[src/rst_controller_saturated_assert.svh]
// ----------------------------------------------------------------------------
// RST controller assertion macros
// Shared property wrappers, clocked by i_clk and disabled during reset.
// ----------------------------------------------------------------------------
`ifndef RST_CONTROLLER_SATURATED_ASSERT_SVH
`define RST_CONTROLLER_SATURATED_ASSERT_SVH

// The consequent must hold in the same cycle as the antecedent.
`define RSTC_ASSERT_NOW(lbl, ante, cons, msg) \
    lbl: assert property (@(posedge i_clk) disable iff (!i_rst_n) (ante) |-> (cons)) \
        else $error(msg);

// The consequent must hold in the cycle after the antecedent.
`define RSTC_ASSERT_NEXT(lbl, ante, cons, msg) \
    lbl: assert property (@(posedge i_clk) disable iff (!i_rst_n) (ante) |=> (cons)) \
        else $error(msg);

`endif

[src/rstc_pkg.sv]
// ----------------------------------------------------------------------------
// rstc_pkg
// Types and fixed-point constants shared by the RST controller modules.
// ----------------------------------------------------------------------------
`default_nettype none

package rstc_pkg;

    localparam int COEF_W    = 32;  // Q2.29
    localparam int SMP_W     = 24;  // Q7.16
    localparam int CMD_W     = 17;  // unsigned Q1.16
    localparam int MUL_B_W   = SMP_W + 1;
    localparam int PROD_W    = COEF_W + MUL_B_W;
    localparam int ACC_W     = 62;
    localparam int FRAC_DROP = 29;
    localparam int APB_AW    = 3;
    localparam int APB_DW    = 32;

    localparam logic [CMD_W-1:0] CMD_ONE      = 17'd65536;
    localparam logic [CMD_W-1:0] SAT_HIGH_RST = 17'd52429;
    localparam logic [CMD_W-1:0] SAT_LOW_RST  = 17'd13107;

    localparam logic signed [ACC_W-1:0] RND_HALF =
        {{(ACC_W-FRAC_DROP){1'b0}}, 1'b1, {(FRAC_DROP-1){1'b0}}};

    localparam logic KIND_LOAD   = 1'b0;
    localparam logic KIND_SAMPLE = 1'b1;

    localparam logic REG_SAT_HIGH = 1'b0;
    localparam logic REG_SAT_LOW  = 1'b1;

    typedef enum logic [2:0] {
        ST_IDLE,
        ST_MAC,
        ST_DRAIN,
        ST_ROUND,
        ST_CLAMP,
        ST_EMIT
    } t_state;

    typedef struct packed {
        logic start;
        logic load;
        logic issue;
        logic round;
        logic clamp;
        logic emit;
    } t_dp_cmd;

    typedef struct packed {
        logic last_tap;
        logic pipe_busy;
    } t_dp_sts;

endpackage

`default_nettype wire

[src/rstc_ram.sv]
// ----------------------------------------------------------------------------
// rstc_ram
// Generic single-write, single-read RAM with a registered read port.
// ----------------------------------------------------------------------------
`default_nettype none

module rstc_ram #(
    parameter int WIDTH = 32,
    parameter int DEPTH = 14
) (
    input  wire logic                                   i_clk,
    input  wire logic                                   i_we,
    input  wire logic [((DEPTH > 1) ? $clog2(DEPTH) : 1)-1:0] i_waddr,
    input  wire logic [WIDTH-1:0]                       i_wdata,
    input  wire logic [((DEPTH > 1) ? $clog2(DEPTH) : 1)-1:0] i_raddr,
    output logic      [WIDTH-1:0]                       o_rdata
);

    logic [WIDTH-1:0] r_mem [DEPTH];

    always_ff @(posedge i_clk) begin
        if (i_we) begin
            r_mem[i_waddr] <= i_wdata;
        end
        o_rdata <= r_mem[i_raddr];
    end

endmodule

`default_nettype wire

[src/rstc_ctrl.sv]
// ----------------------------------------------------------------------------
// rstc_ctrl
// Sequencer: takes items, steps the MAC over all taps, rounds, clamps, emits.
// ----------------------------------------------------------------------------
`default_nettype none

`include "rst_controller_saturated_assert.svh"

module rstc_ctrl
    import rstc_pkg::*;
(
    input  wire logic    i_clk,
    input  wire logic    i_rst_n,
    input  wire logic    i_in_valid,
    input  wire logic    i_in_kind,
    input  wire logic    i_out_free,
    input  wire t_dp_sts i_sts,
    output t_dp_cmd      o_cmd,
    output logic         o_in_stall
);

    t_state r_state;
    t_state n_state;

    always_ff @(posedge i_clk) begin
        if (!i_rst_n) begin
            r_state <= ST_IDLE;
        end else begin
            r_state <= n_state;
        end
    end

    always_comb begin
        n_state = r_state;
        case (r_state)
            ST_IDLE: begin
                if (i_in_valid && i_in_kind == KIND_SAMPLE) begin
                    n_state = ST_MAC;
                end
            end
            ST_MAC: begin
                if (i_sts.last_tap) begin
                    n_state = ST_DRAIN;
                end
            end
            ST_DRAIN: begin
                if (!i_sts.pipe_busy) begin
                    n_state = ST_ROUND;
                end
            end
            ST_ROUND: begin
                n_state = ST_CLAMP;
            end
            ST_CLAMP: begin
                n_state = ST_EMIT;
            end
            ST_EMIT: begin
                if (i_out_free) begin
                    n_state = ST_IDLE;
                end
            end
            default: begin
                n_state = ST_IDLE;
            end
        endcase
    end

    always_comb begin
        o_cmd      = '0;
        o_in_stall = 1'b1;
        case (r_state)
            ST_IDLE: begin
                o_in_stall  = 1'b0;
                o_cmd.start = i_in_valid && (i_in_kind == KIND_SAMPLE);
                o_cmd.load  = i_in_valid && (i_in_kind == KIND_LOAD);
            end
            ST_MAC: begin
                o_cmd.issue = 1'b1;
            end
            ST_DRAIN: begin
                o_cmd.issue = 1'b0;
            end
            ST_ROUND: begin
                o_cmd.round = 1'b1;
            end
            ST_CLAMP: begin
                o_cmd.clamp = 1'b1;
            end
            ST_EMIT: begin
                o_cmd.emit = i_out_free;
            end
            default: begin
                o_cmd = '0;
            end
        endcase
    end

    // The multiply pipeline may only hold work while taps are being issued or drained.
    `RSTC_ASSERT_NOW(a_busy_in_mac, i_sts.pipe_busy, (r_state == ST_MAC) || (r_state == ST_DRAIN), "MAC pipeline busy outside the MAC phase")
    `RSTC_ASSERT_NOW(a_round_empty, r_state == ST_ROUND, !i_sts.pipe_busy, "rounding started before the accumulator settled")
    `RSTC_ASSERT_NEXT(a_emit_hold, (r_state == ST_EMIT) && !i_out_free, r_state == ST_EMIT, "result dropped while the output was stalled")

endmodule

`default_nettype wire

[src/rstc_dpath.sv]
// ----------------------------------------------------------------------------
// rstc_dpath
// Histories, coefficient store, shared multiply-accumulate, rounding and clamp.
// ----------------------------------------------------------------------------
`default_nettype none

`include "rst_controller_saturated_assert.svh"

module rstc_dpath
    import rstc_pkg::*;
#(
    parameter int SETPOINT_TAPS = 7,
    parameter int MEASURED_TAPS = 3,
    parameter int COMMAND_TAPS  = 4
) (
    input  wire logic                     i_clk,
    input  wire logic                     i_rst_n,
    input  wire t_dp_cmd                  i_cmd,
    output t_dp_sts                       o_sts,
    input  wire logic [3:0]               i_coef_index,
    input  wire logic signed [COEF_W-1:0] i_coef_value,
    input  wire logic signed [SMP_W-1:0]  i_setpoint,
    input  wire logic signed [SMP_W-1:0]  i_measured,
    input  wire logic [CMD_W-1:0]         i_sat_high,
    input  wire logic [CMD_W-1:0]         i_sat_low,
    output logic [CMD_W-1:0]              o_command
);

    localparam int TOTAL = COMMAND_TAPS + MEASURED_TAPS + SETPOINT_TAPS;
    localparam int TAP_W = $clog2(TOTAL);
    localparam int SUB_END = COMMAND_TAPS + MEASURED_TAPS;

    logic signed [SMP_W-1:0] r_sp_hist  [SETPOINT_TAPS];
    logic signed [SMP_W-1:0] r_ms_hist  [MEASURED_TAPS];
    logic [CMD_W-1:0]        r_cmd_hist [COMMAND_TAPS];
    logic [TOTAL-1:0]        r_coef_vld;

    logic [TAP_W-1:0]          r_tap;
    logic                      r_v1;
    logic                      r_v2;
    logic                      r_sub1;
    logic                      r_sub2;
    logic                      r_rd_vld;
    logic signed [MUL_B_W-1:0] r_smp;
    logic signed [PROD_W-1:0]  r_prod;
    logic signed [ACC_W-1:0]   r_acc;
    logic [CMD_W-1:0]          r_cmd;

    logic                      coef_we;
    logic [TAP_W-1:0]          coef_waddr;
    logic [COEF_W-1:0]         coef_rdata;
    logic signed [COEF_W-1:0]  coef_eff;
    logic signed [MUL_B_W-1:0] n_smp;
    logic                      last_tap;
    logic signed [ACC_W-1:0]   prod_ext;
    logic signed [ACC_W-1:0]   hi_lim;
    logic signed [ACC_W-1:0]   lo_lim;

    assign coef_waddr = TAP_W'(i_coef_index);
    assign coef_we    = i_cmd.load && (32'(i_coef_index) < 32'(TOTAL));
    assign last_tap   = (r_tap == TAP_W'(TOTAL - 1));

    rstc_ram #(
        .WIDTH (COEF_W),
        .DEPTH (TOTAL)
    ) u_coef_ram (
        .i_clk   (i_clk),
        .i_we    (coef_we),
        .i_waddr (coef_waddr),
        .i_wdata (i_coef_value),
        .i_raddr (r_tap),
        .o_rdata (coef_rdata)
    );

    // Taps are ordered like the coefficient slots: commands, measurements, setpoints.
    always_comb begin
        n_smp = '0;
        for (int j = 0; j < COMMAND_TAPS; j++) begin
            if (r_tap == TAP_W'(j)) begin
                n_smp = $signed({{(MUL_B_W-CMD_W){1'b0}}, r_cmd_hist[j]});
            end
        end
        for (int j = 0; j < MEASURED_TAPS; j++) begin
            if (r_tap == TAP_W'(COMMAND_TAPS + j)) begin
                n_smp = MUL_B_W'(r_ms_hist[j]);
            end
        end
        for (int j = 0; j < SETPOINT_TAPS; j++) begin
            if (r_tap == TAP_W'(SUB_END + j)) begin
                n_smp = MUL_B_W'(r_sp_hist[j]);
            end
        end
    end

    // A slot that was never loaded still reads as zero after reset.
    assign coef_eff = r_rd_vld ? $signed(coef_rdata) : '0;
    assign prod_ext = ACC_W'(r_prod);
    assign hi_lim   = $signed({{(ACC_W-CMD_W-FRAC_DROP){1'b0}}, i_sat_high,
                               {FRAC_DROP{1'b0}}});
    assign lo_lim   = $signed({{(ACC_W-CMD_W-FRAC_DROP){1'b0}}, i_sat_low,
                               {FRAC_DROP{1'b0}}});

    always_ff @(posedge i_clk) begin
        if (!i_rst_n) begin
            for (int j = 0; j < SETPOINT_TAPS; j++) begin
                r_sp_hist[j] <= '0;
            end
            for (int j = 0; j < MEASURED_TAPS; j++) begin
                r_ms_hist[j] <= '0;
            end
            for (int j = 0; j < COMMAND_TAPS; j++) begin
                r_cmd_hist[j] <= CMD_ONE;
            end
            r_coef_vld <= '0;
            r_tap      <= '0;
            r_v1       <= 1'b0;
            r_v2       <= 1'b0;
        end else begin
            if (coef_we) begin
                r_coef_vld[coef_waddr] <= 1'b1;
            end
            if (i_cmd.start) begin
                for (int j = SETPOINT_TAPS - 1; j > 0; j--) begin
                    r_sp_hist[j] <= r_sp_hist[j-1];
                end
                r_sp_hist[0] <= i_setpoint;
                for (int j = MEASURED_TAPS - 1; j > 0; j--) begin
                    r_ms_hist[j] <= r_ms_hist[j-1];
                end
                r_ms_hist[0] <= i_measured;
                r_tap <= '0;
            end else if (i_cmd.issue && !last_tap) begin
                r_tap <= r_tap + 1'b1;
            end
            if (i_cmd.emit) begin
                for (int j = COMMAND_TAPS - 1; j > 0; j--) begin
                    r_cmd_hist[j] <= r_cmd_hist[j-1];
                end
                r_cmd_hist[0] <= r_cmd;
            end
            r_v1 <= i_cmd.issue;
            r_v2 <= r_v1;
        end
    end

    // Three-stage MAC: fetch coefficient and sample, multiply, accumulate.
    always_ff @(posedge i_clk) begin
        r_rd_vld <= r_coef_vld[r_tap];
        r_smp    <= n_smp;
        r_sub1   <= (r_tap < TAP_W'(SUB_END));
        r_sub2   <= r_sub1;
        r_prod   <= coef_eff * r_smp;
        if (i_cmd.start) begin
            r_acc <= '0;
        end else if (r_v2) begin
            r_acc <= r_sub2 ? (r_acc - prod_ext) : (r_acc + prod_ext);
        end else if (i_cmd.round) begin
            r_acc <= r_acc + RND_HALF;
        end
        if (i_cmd.clamp) begin
            if (r_acc >= hi_lim) begin
                r_cmd <= i_sat_high;
            end else if (r_acc < lo_lim) begin
                r_cmd <= i_sat_low;
            end else begin
                r_cmd <= r_acc[FRAC_DROP +: CMD_W];
            end
        end
    end

    assign o_sts.last_tap  = last_tap;
    assign o_sts.pipe_busy = r_v1 || r_v2;
    assign o_command       = r_cmd;

    `RSTC_ASSERT_NOW(a_tap_bound, 1'b1, r_tap <= TAP_W'(TOTAL - 1), "tap counter ran past the last coefficient")
    `RSTC_ASSERT_NOW(a_cmd_range, i_cmd.emit, (r_cmd == i_sat_high) || (r_cmd == i_sat_low) || ((r_cmd < i_sat_high) && (r_cmd >= i_sat_low)), "emitted command escaped the clamp")
    `RSTC_ASSERT_NEXT(a_hist_push, i_cmd.emit, r_cmd_hist[0] == $past(r_cmd), "emitted command missing from the history")

endmodule

`default_nettype wire

[src/rst_controller_saturated.sv]
// ----------------------------------------------------------------------------
// rst_controller_saturated
// Fixed-point RST regulator with a clamped drive command and an APB register
// port for the clamp limits.
//
//   Channel  Direction  Handshake           Payload
//   input    in         i_valid / o_stall   i_kind, i_coef_index, i_coef_value,
//                                           i_setpoint, i_measured
//   output   out        o_valid / i_stall   o_command
//   config   in         APB write/read      sat_high (0x0), sat_low (0x4)
//
// A load word is written without leaving idle. A sample word is worked
// through one shared multiply-accumulate unit, one tap per cycle over all
// TOTAL taps (TOTAL = COMMAND_TAPS + MEASURED_TAPS + SETPOINT_TAPS, 14 by
// default), and no further word is taken until its command is emitted.
// Reset takes effect at once; no clearing pass follows it.
// The finished command sits in an output register, so new words are taken
// while it waits; a stall only holds the block once a second command is ready.
// ----------------------------------------------------------------------------
`default_nettype none

module rst_controller_saturated
    import rstc_pkg::*;
#(
    parameter int SETPOINT_TAPS = 7,
    parameter int MEASURED_TAPS = 3,
    parameter int COMMAND_TAPS  = 4
) (
    input  wire logic                     i_clk,
    input  wire logic                     i_rst_n,

    input  wire logic                     i_valid,
    output logic                          o_stall,
    input  wire logic                     i_kind,
    input  wire logic [3:0]               i_coef_index,
    input  wire logic signed [COEF_W-1:0] i_coef_value,
    input  wire logic signed [SMP_W-1:0]  i_setpoint,
    input  wire logic signed [SMP_W-1:0]  i_measured,

    output logic                          o_valid,
    input  wire logic                     i_stall,
    output logic [CMD_W-1:0]              o_command,

    input  wire logic                     psel,
    input  wire logic                     penable,
    input  wire logic                     pwrite,
    input  wire logic [APB_AW-1:0]        paddr,
    input  wire logic [APB_DW-1:0]        pwdata,
    output logic [APB_DW-1:0]             prdata,
    output logic                          pready
);

    logic [CMD_W-1:0] r_sat_high;
    logic [CMD_W-1:0] r_sat_low;
    logic             r_out_vld;
    logic [CMD_W-1:0] r_out_cmd;

    t_dp_cmd          dp_cmd;
    t_dp_sts          dp_sts;
    logic             out_free;
    logic             in_stall;
    logic             reg_wr;
    logic [CMD_W-1:0] dp_command;

    assign pready   = 1'b1;
    assign reg_wr   = psel && penable && pwrite && pready;
    assign out_free = !r_out_vld || !i_stall;

    always_ff @(posedge i_clk) begin
        if (!i_rst_n) begin
            r_sat_high <= SAT_HIGH_RST;
            r_sat_low  <= SAT_LOW_RST;
        end else if (reg_wr) begin
            case (paddr[2])
                REG_SAT_HIGH: r_sat_high <= pwdata[CMD_W-1:0];
                REG_SAT_LOW:  r_sat_low  <= pwdata[CMD_W-1:0];
                default:      r_sat_high <= r_sat_high;
            endcase
        end
    end

    always_comb begin
        case (paddr[2])
            REG_SAT_HIGH: prdata = APB_DW'(r_sat_high);
            REG_SAT_LOW:  prdata = APB_DW'(r_sat_low);
            default:      prdata = '0;
        endcase
    end

    rstc_ctrl u_ctrl (
        .i_clk      (i_clk),
        .i_rst_n    (i_rst_n),
        .i_in_valid (i_valid),
        .i_in_kind  (i_kind),
        .i_out_free (out_free),
        .i_sts      (dp_sts),
        .o_cmd      (dp_cmd),
        .o_in_stall (in_stall)
    );

    rstc_dpath #(
        .SETPOINT_TAPS (SETPOINT_TAPS),
        .MEASURED_TAPS (MEASURED_TAPS),
        .COMMAND_TAPS  (COMMAND_TAPS)
    ) u_dpath (
        .i_clk        (i_clk),
        .i_rst_n      (i_rst_n),
        .i_cmd        (dp_cmd),
        .o_sts        (dp_sts),
        .i_coef_index (i_coef_index),
        .i_coef_value (i_coef_value),
        .i_setpoint   (i_setpoint),
        .i_measured   (i_measured),
        .i_sat_high   (r_sat_high),
        .i_sat_low    (r_sat_low),
        .o_command    (dp_command)
    );

    always_ff @(posedge i_clk) begin
        if (!i_rst_n) begin
            r_out_vld <= 1'b0;
        end else if (dp_cmd.emit) begin
            r_out_vld <= 1'b1;
        end else if (!i_stall) begin
            r_out_vld <= 1'b0;
        end
    end

    always_ff @(posedge i_clk) begin
        if (dp_cmd.emit) begin
            r_out_cmd <= dp_command;
        end
    end

    assign o_stall   = in_stall;
    assign o_valid   = r_out_vld;
    assign o_command = r_out_cmd;

endmodule

`default_nettype wire

[config.mk]
export PLATFORM = sky130hd
export DESIGN_NAME = rst_controller_saturated
export DESIGN_NICKNAME = d
export VERILOG_FILES = /design/src/rstc_pkg.sv /design/src/rstc_ram.sv /design/src/rstc_ctrl.sv /design/src/rstc_dpath.sv /design/src/rst_controller_saturated.sv
export VERILOG_INCLUDE_DIRS = /design/src /design/src/src
export SDC_FILE = /design/constraint.sdc
export NUM_CORES = 2
export LEC_CHECK = 0
export BUFFER_PORTS_ARGS = -buffer_cell sky130_fd_sc_hd__buf_4
export CAP_MARGIN = 30
export CORE_AREA = 8 8 505 383
export CTS_CLUSTER_DIAMETER = 40
export CTS_CLUSTER_SIZE = 24
export DETAILED_ROUTE_END_ITERATION = 12
export DIE_AREA = 0 0 513 391
export GPL_ROUTABILITY_DRIVEN = 0
export PLACE_DENSITY = 0.65
export SLEW_MARGIN = 20
export SYNTH_ARGS = -nofsm -noshare
export SYNTH_HDL_FRONTEND = slang
export SYNTH_SLANG_ARGS = --single-unit
[constraint.sdc]
create_clock -name i_clk -period 21.3 [get_ports i_clk]
set_input_delay 4.26 -clock i_clk [delete_from_list [all_inputs] [get_ports i_clk]]
set_output_delay 4.26 -clock i_clk [all_outputs]
set_load 0.02 [all_outputs]
# Word-level counts from Yosys, hierarchy flattened
# Memory sizes are Yosys's and may differ from the RTL's. A register that Yosys moved wholly into a read port is not among the register bits.
# Cells that the tools add are included.
word_totals:
  elab_cells: 153
  mem_bits_rw: 756
  in_bits: 127
  output_inout_bits: 52
  mem_count: 4
  regBits: 239
op_classes:
  mux: 61
  n_eq_ne: 23
  reduce_logical: 19
  mul: 1
  magnitude_cmp: 7
  add_sub_neg: 4
  bitwise_logic: 18
memory_table:
  columns: ["memory", "words", "width", "read_ports", "rd_ports_with_merged_regs", "wr", "line", "rtl"]
  rows:
  - ["u_dpath.u_coef_ram.r_mem", 14, 32, 1, 1, 1, "rstc_ram.sv:19", "logic [WIDTH-1:0] r_mem [DEPTH];"]
  - ["u_dpath.r_sp_hist", 7, 24, 7, 0, 7, "rstc_dpath.sv:33", "logic signed [SMP_W-1:0] r_sp_hist [SETPOINT_TAPS];"]
  - ["u_dpath.r_ms_hist", 3, 24, 3, 0, 3, "rstc_dpath.sv:34", "logic signed [SMP_W-1:0] r_ms_hist [MEASURED_TAPS];"]
  - ["u_dpath.r_cmd_hist", 4, 17, 4, 0, 4, "rstc_dpath.sv:35", "logic [CMD_W-1:0] r_cmd_hist [COMMAND_TAPS];"]
op_table:
  columns: ["op", "count"]
  rows:
  - ["$mux 25", 10]
  - ["$mux 24", 10]
  - ["$mux 62", 3]
  - ["$mux 17", 10]
  - ["$pmux 32 s2", 1]
  - ["$add 62x30->62 const B", 1]
  - ["$add 62x57->62", 1]
  - ["$ge 62x47->1", 1]
  - ["$lt 62x47->1", 1]
  - ["$sub 62x57->62", 1]
  - ["$mul 32x25->57", 1]
  - ["$mux 32", 1]
  - ["$eq 4x4->1 const B", 6]
  - ["$mux 1", 18]
  - ["$pmux 3 s6", 1]
  - ["$eq 4x3->1 const B", 4]
  - ["$or 1x1->1", 14]
  - ["$or 14x14->14", 1]
  - ["$mux 3", 4]
  - ["$lt 4x5->1 const B", 2]
  - ["$eq 4x2->1 const B", 2]
  - ["$ne 2x1->1 const B", 4]
  - ["$logic_and 1x1->1", 7]
  - ["$eq 3x2->1 const B", 2]
  - ["20 further kinds", 27]

# Logic depth before layout (Yosys ltp)
logic_depth:
  ltp_word: 15
  depth_mapped: 31

# Hierarchy
# From an unflattened synthesis, not the netlist that was laid out.
unflattened:
  cells_unflattened: 6632
  hier_area_um2: 74532.7
modules_own_cells:
  columns: ["module", "seq_area_each_um2", "cells_per_inst", "area_per_inst_um2", "n_inst"]
  rows:
  - ["rstc_dpath", 13082.5, 5632, 54349.6, 1]
  - ["rstc_ram", 14093.5, 767, 17641.9, 1]
  - ["rst_controller_saturated", 1211.2, 206, 2342.2, 1]
  - ["rstc_ctrl", 60.1, 27, 198.9, 1]

# Worst setup path before layout
# No wires, ideal clock.
synth_path:
  kind: "input to register"
  from: "input port i_rst_n"
  to: "memory u_dpath.r_ms_hist[0][0], enable pin"
  arrival_time_ps: 8682
  path_stages: 3
  n_path_buf: 2
  path_slack_ps: 10728
  required_time_ps: 19410
  cell_sequence: "clkbuf_1 > clkbuf_1 > nand2_1"
synth_lines:
  columns: ["item", "line", "rtl"]
  rows:
  - ["start, declared", "rst_controller_saturated.sv:30", "input wire logic i_rst_n,"]
  - ["end, declared", "rstc_dpath.sv:34", null]

# Final worst setup path
layout_path:
  from: "register u_dpath.r_rd_vld"
  to: "register u_dpath.r_prod[55]"
layout_via:
  elab_chain_cells: 2
layout_rtl:
  columns: ["item", "line", "rtl"]
  rows:
  - ["start, declared", "rstc_dpath.sv:43", "logic r_rd_vld;"]
  - ["start signal, assigned", "rstc_dpath.sv:148", "r_rd_vld <= r_coef_vld[r_tap];"]
  - ["$mux 32", "rstc_dpath.sv:96", "assign coef_eff = r_rd_vld ? $signed(coef_rdata) : '0;"]
  - ["$mul 32x25->57", "rstc_dpath.sv:152", "r_prod <= coef_eff * r_smp;"]
  - ["end signal, assigned", "rstc_dpath.sv:152", null]
  - ["end, declared", "rstc_dpath.sv:45", "logic signed [PROD_W-1:0] r_prod;"]
# Every way passes these cells.
# A chain may end at the register's enable or synchronous reset.

==> flow_summary_export.csv <==
group,metric,value,unit
route,wl_per_cell,21.4,um
pwr,pwr-share-seq,38.7,%
final_layout,fin_cells,9085,
timing,max_freq,89.4,MHz
timing,slew_headroom,23.4,%
synthesis,synthCells,6575,
floorplan,die_h,391,um
pwr,pwr-share-comb,26.9,%
route,routed_wl,195000,um
pwr,netSwitchingFraction,33.7,%
cts,numCtsBuffers,116,
synthesis,synth-main-ff-cell,"edfxtp_1",
synthesis,synth-seq-cells,1026,
setup_path,cp-end-kind,"register",
route,viasPerCell,5.49,
pwr,ir_drop,82.1,uV
setup_path,startpoint,"u_dpath.r_rd_vld$_DFF_P_",
synthesis,synth_edf_count,790,
worst_hold_path,min_path_type,"reg -> reg",
timing,period_share,52.5,%
timing,worstMarginPinSlew,1.15,ns
timing,setup_violations,0,
cts,h-tree-depth,3,
route,dr.pass1.iters,6,
synthesis,syn-cell-area,73600,um^2
floorplan,start_util,39.8,%
synthesis,synth_seq_area_share,38.7,%
setup_path,setup.worst_path.class,"reg -> reg",
setup_path,startpoint_type,"register",
route,via_count,49900,
global_route,antenna_found_initial,10,
synthesis,async_reset_ff_share,0,%
timing,hold_viol_final,0,
pwr,p_sw,0.00208,W
setup_path,arrival,11.83,ns
place,hpwl,133000,um
floorplan,fp.dieW,513,um
setup_path,required,21.95,ns
pwr,power_density,75.9,nW/um^2
global_route,grt_use_total,19.1,%
route,drc_errors,0,
synthesis,yosysWarnings,0,
pwr,leakage,36.8,nW
timing,min_period,11.18,ns
setup_path,crit_fanout,110,
route,drt_iter0_drc,5012,
outcome,status,"completed",
setup_path,critPathMostFrequentCell,"fa_1",
cts,post_cts_buffers,0,
global_route,grt_max_degree,241,
cts,root_buffer,"clkbuf_16",
timing,setup_tns,0,ns
pwr,p_int,0.00410,W
floorplan,core-area,185000,um^2
timing,drv_slew,0,
cts,clock_latency,0.78,ns
run,maxCapViolCount,0,
floorplan,die-area,201000,um^2
synthesis,synth_cell_types,85,
cts,clk_pin_slew,0.06,ns
floorplan,fp-row-count,137,
final_layout,num-fill-cells,16800,
cts,ctsResizeCount,0,
synthesis,syn-mean-instance-area,11.2,um^2
global_route,grt_pass1_vias,50800,
route,ant_nets,0,
setup_path,r2r-start,"u_dpath.r_rd_vld$_DFF_P_",
global_route,overflow,0,
place,placed_cells,8850,
worst_hold_path,worstHoldStart,"u_dpath.r_sub1$_DFF_P_",
cts,cts_hold_buf,0,
final_layout,nNetsFinal,7744,
place,io_buffers,145,
floorplan,num_io_pins,179,
final_layout,syn_to_final_growth,10.8,%
cts,ctsLongestPathBuffers,3,
cts,cts_tree,"built",
global_route,grt_pass1_wl,303000,um
pwr,pwr-share-clk,34.4,%
setup_path,crit_path_max_incr_delay,0.87,ns
timing,fin_worst_skew,0.115,ns
final_layout,drive_above_1_share,10.5,%
setup_path,cp_slowest_cell,"dfxtp_4",
timing,rsz0062_at_grt,"no",
cts,cts.sinks,1026,
## power groups by stage
| stage | Sequential (W) | Combinational, W | Clock [W] |
|---|---|---|---|
| 3_5_place_dp | 0.00243 | 0.00162 | 0 |
| 6_report | 0.00239 | 0.00167 | 0.00213 |
| 2_1_floorplan | 0.00239 | 0.00118 | 0 |
| 3_3_place_gp | 0.00243 | 0.00160 | 0 |
| 4_1_cts | 0.00239 | 0.00163 | 0.00217 |
| 5_1_grt | 0.00240 | 0.00182 | 0.00225 |
## state kept, by name, summed over array words and instances, names as in the netlist, 24 cells and up
register                    count
u_dpath.u_coef_ram.r_mem      448
u_dpath.r_sp_hist             168
u_dpath.r_smp                  24
u_dpath.r_acc                  62
u_dpath.r_cmd_hist             68
u_dpath.u_coef_ram.o_rdata     32
u_dpath.r_prod                 57
u_dpath.r_ms_hist              72
## path summary, 6_finish.rpt
kind,to,slack [ns],cells past startpoint
max,u_dpath.r_prod[55]$_DFF_P_,10.12,29
min,u_dpath.r_sub2$_DFF_P_,0.33,0
max reg2reg,u_dpath.r_prod[55]$_DFF_P_,10.12,29
min reg2reg,u_dpath.r_sub2$_DFF_P_,0.33,0
## logic make-up after synthesis
| family | Yosys count | synth area share [%] |
|---|---|---|
| other | 2 | 0.0102 |
| xor gates and xnor gates | 205 | 2.44 |
| muxes | 202 | 5.03 |
| AOI/OAI and AO/OA | 811 | 7.00 |
| adders and majority gates | 1075 | 26.7 |
| and+or+nand+nor | 1938 | 13.4 |
| buffers and inverters | 1316 | 6.80 |
| DFF | 1026 | 38.7 |
## per-layer routing
layer	wire, um	track usage (%)	part of all wire [%]	up-vias
li1	-	-	-	22200
met1	85700	27.6	44	25200
met2	85200	28.8	44	2188
met3	17800	4.34	9.1	327
met4	5840	5.76	3.0	4
met5	23	0	0.012	-
## final cells by class
type	instances	area (um^2)	area share, %
inverter	889	3340	4.09
antenna	8	20.0	0.0246
clock inverter	92	1150	1.41
sequential	1026	28500	34.9
clock buffer	129	3050	3.75
multi-input combinational	4247	40300	49.5
tap	2432	3040	3.73
timing repair buffer	262	2100	2.57
## cell usage in the layout (no fill, tap or decap), drive strengths merged, types with 190 or more instances in the layout
| cell type | netlist | final |
|---|---|---|
| nand2 | 587 | 587 |
| fa | 821 | 821 |
| o21ai | 190 | 190 |
| a21oi | 242 | 242 |
| inv | 888 | 931 |
| and3 | 708 | 708 |
| dfxtp | 236 | 236 |
| ha | 254 | 254 |
| nor2 | 301 | 301 |
| buf | 44 | 261 |
| edfxtp | 790 | 790 |
## cell usage after synthesis, drive strengths merged, types with 6 or more instances
cell | number | area (um^2)
mux2i | 37 | 370
a22oi | 31 | 233
ha | 254 | 3180
dfxtp | 236 | 4720
xnor2 | 161 | 1410
a22o | 17 | 149
a21boi | 24 | 184
or3 | 18 | 119
o21ai | 190 | 951
a2111oi | 19 | 173
fa | 821 | 16400
o22ai | 17 | 106
o221ai | 8 | 70.1
o21bai | 14 | 105
o31ai | 12 | 95.1
nand2b | 37 | 231
nor3 | 59 | 295
buf | 44 | 231
xor2 | 44 | 385
or4 | 6 | 48.8
o211ai | 27 | 208
nand4 | 35 | 219
nor4 | 14 | 87.6
inv | 888 | 3330
and2 | 49 | 308
a21o | 78 | 586
and3 | 708 | 4430
o21a | 32 | 240
nand2 | 587 | 2210
nor2b | 50 | 313
a221oi | 25 | 219
a211oi | 29 | 228
clkbuf | 383 | 1440
mux2 | 34 | 383
nor2 | 301 | 1140
edfxtp | 790 | 23700
nand3 | 52 | 260
mux4 | 131 | 2950
a21oi | 242 | 1210
a31oi | 17 | 106
## per-stage QoR
| step | total power, W | setup slack (ns) | area, um^2 | hold slack (ns) | utilization (%) |
|---|---|---|---|---|---|
| global placement | 0.00403 | 10.51 | 77100 | 0.320 | 41.7 |
| finish | 0.00619 | 10.12 | 81500 | 0.327 | 44.1 |
| detailed placement | 0.00405 | 10.30 | 77200 | 0.323 | 41.7 |
| CTS | 0.00619 | 10.30 | 81400 | 0.331 | 44.0 |
| floorplan | 0.00356 | 10.73 | 73600 | 0.310 | - |
| global route | 0.00647 | 9.52 | 81500 | 0.331 | 44.1 |
## worst max-delay path, delay by kind of cell (launching register included)
| family | cells | cell delay [ns] |
|---|---|---|
| and+or+nand+nor | 3 | 1.14 |
| xor gates and xnor gates | 1 | 0.15 |
| buffers and inverters | 9 | 2.72 |
| DFF | 1 | 0.87 |
| adders and majority gates | 8 | 3.85 |
| AOI/OAI and AO/OA | 8 | 2.16 |
Note: power is estimated with default switching activity, not from simulation.
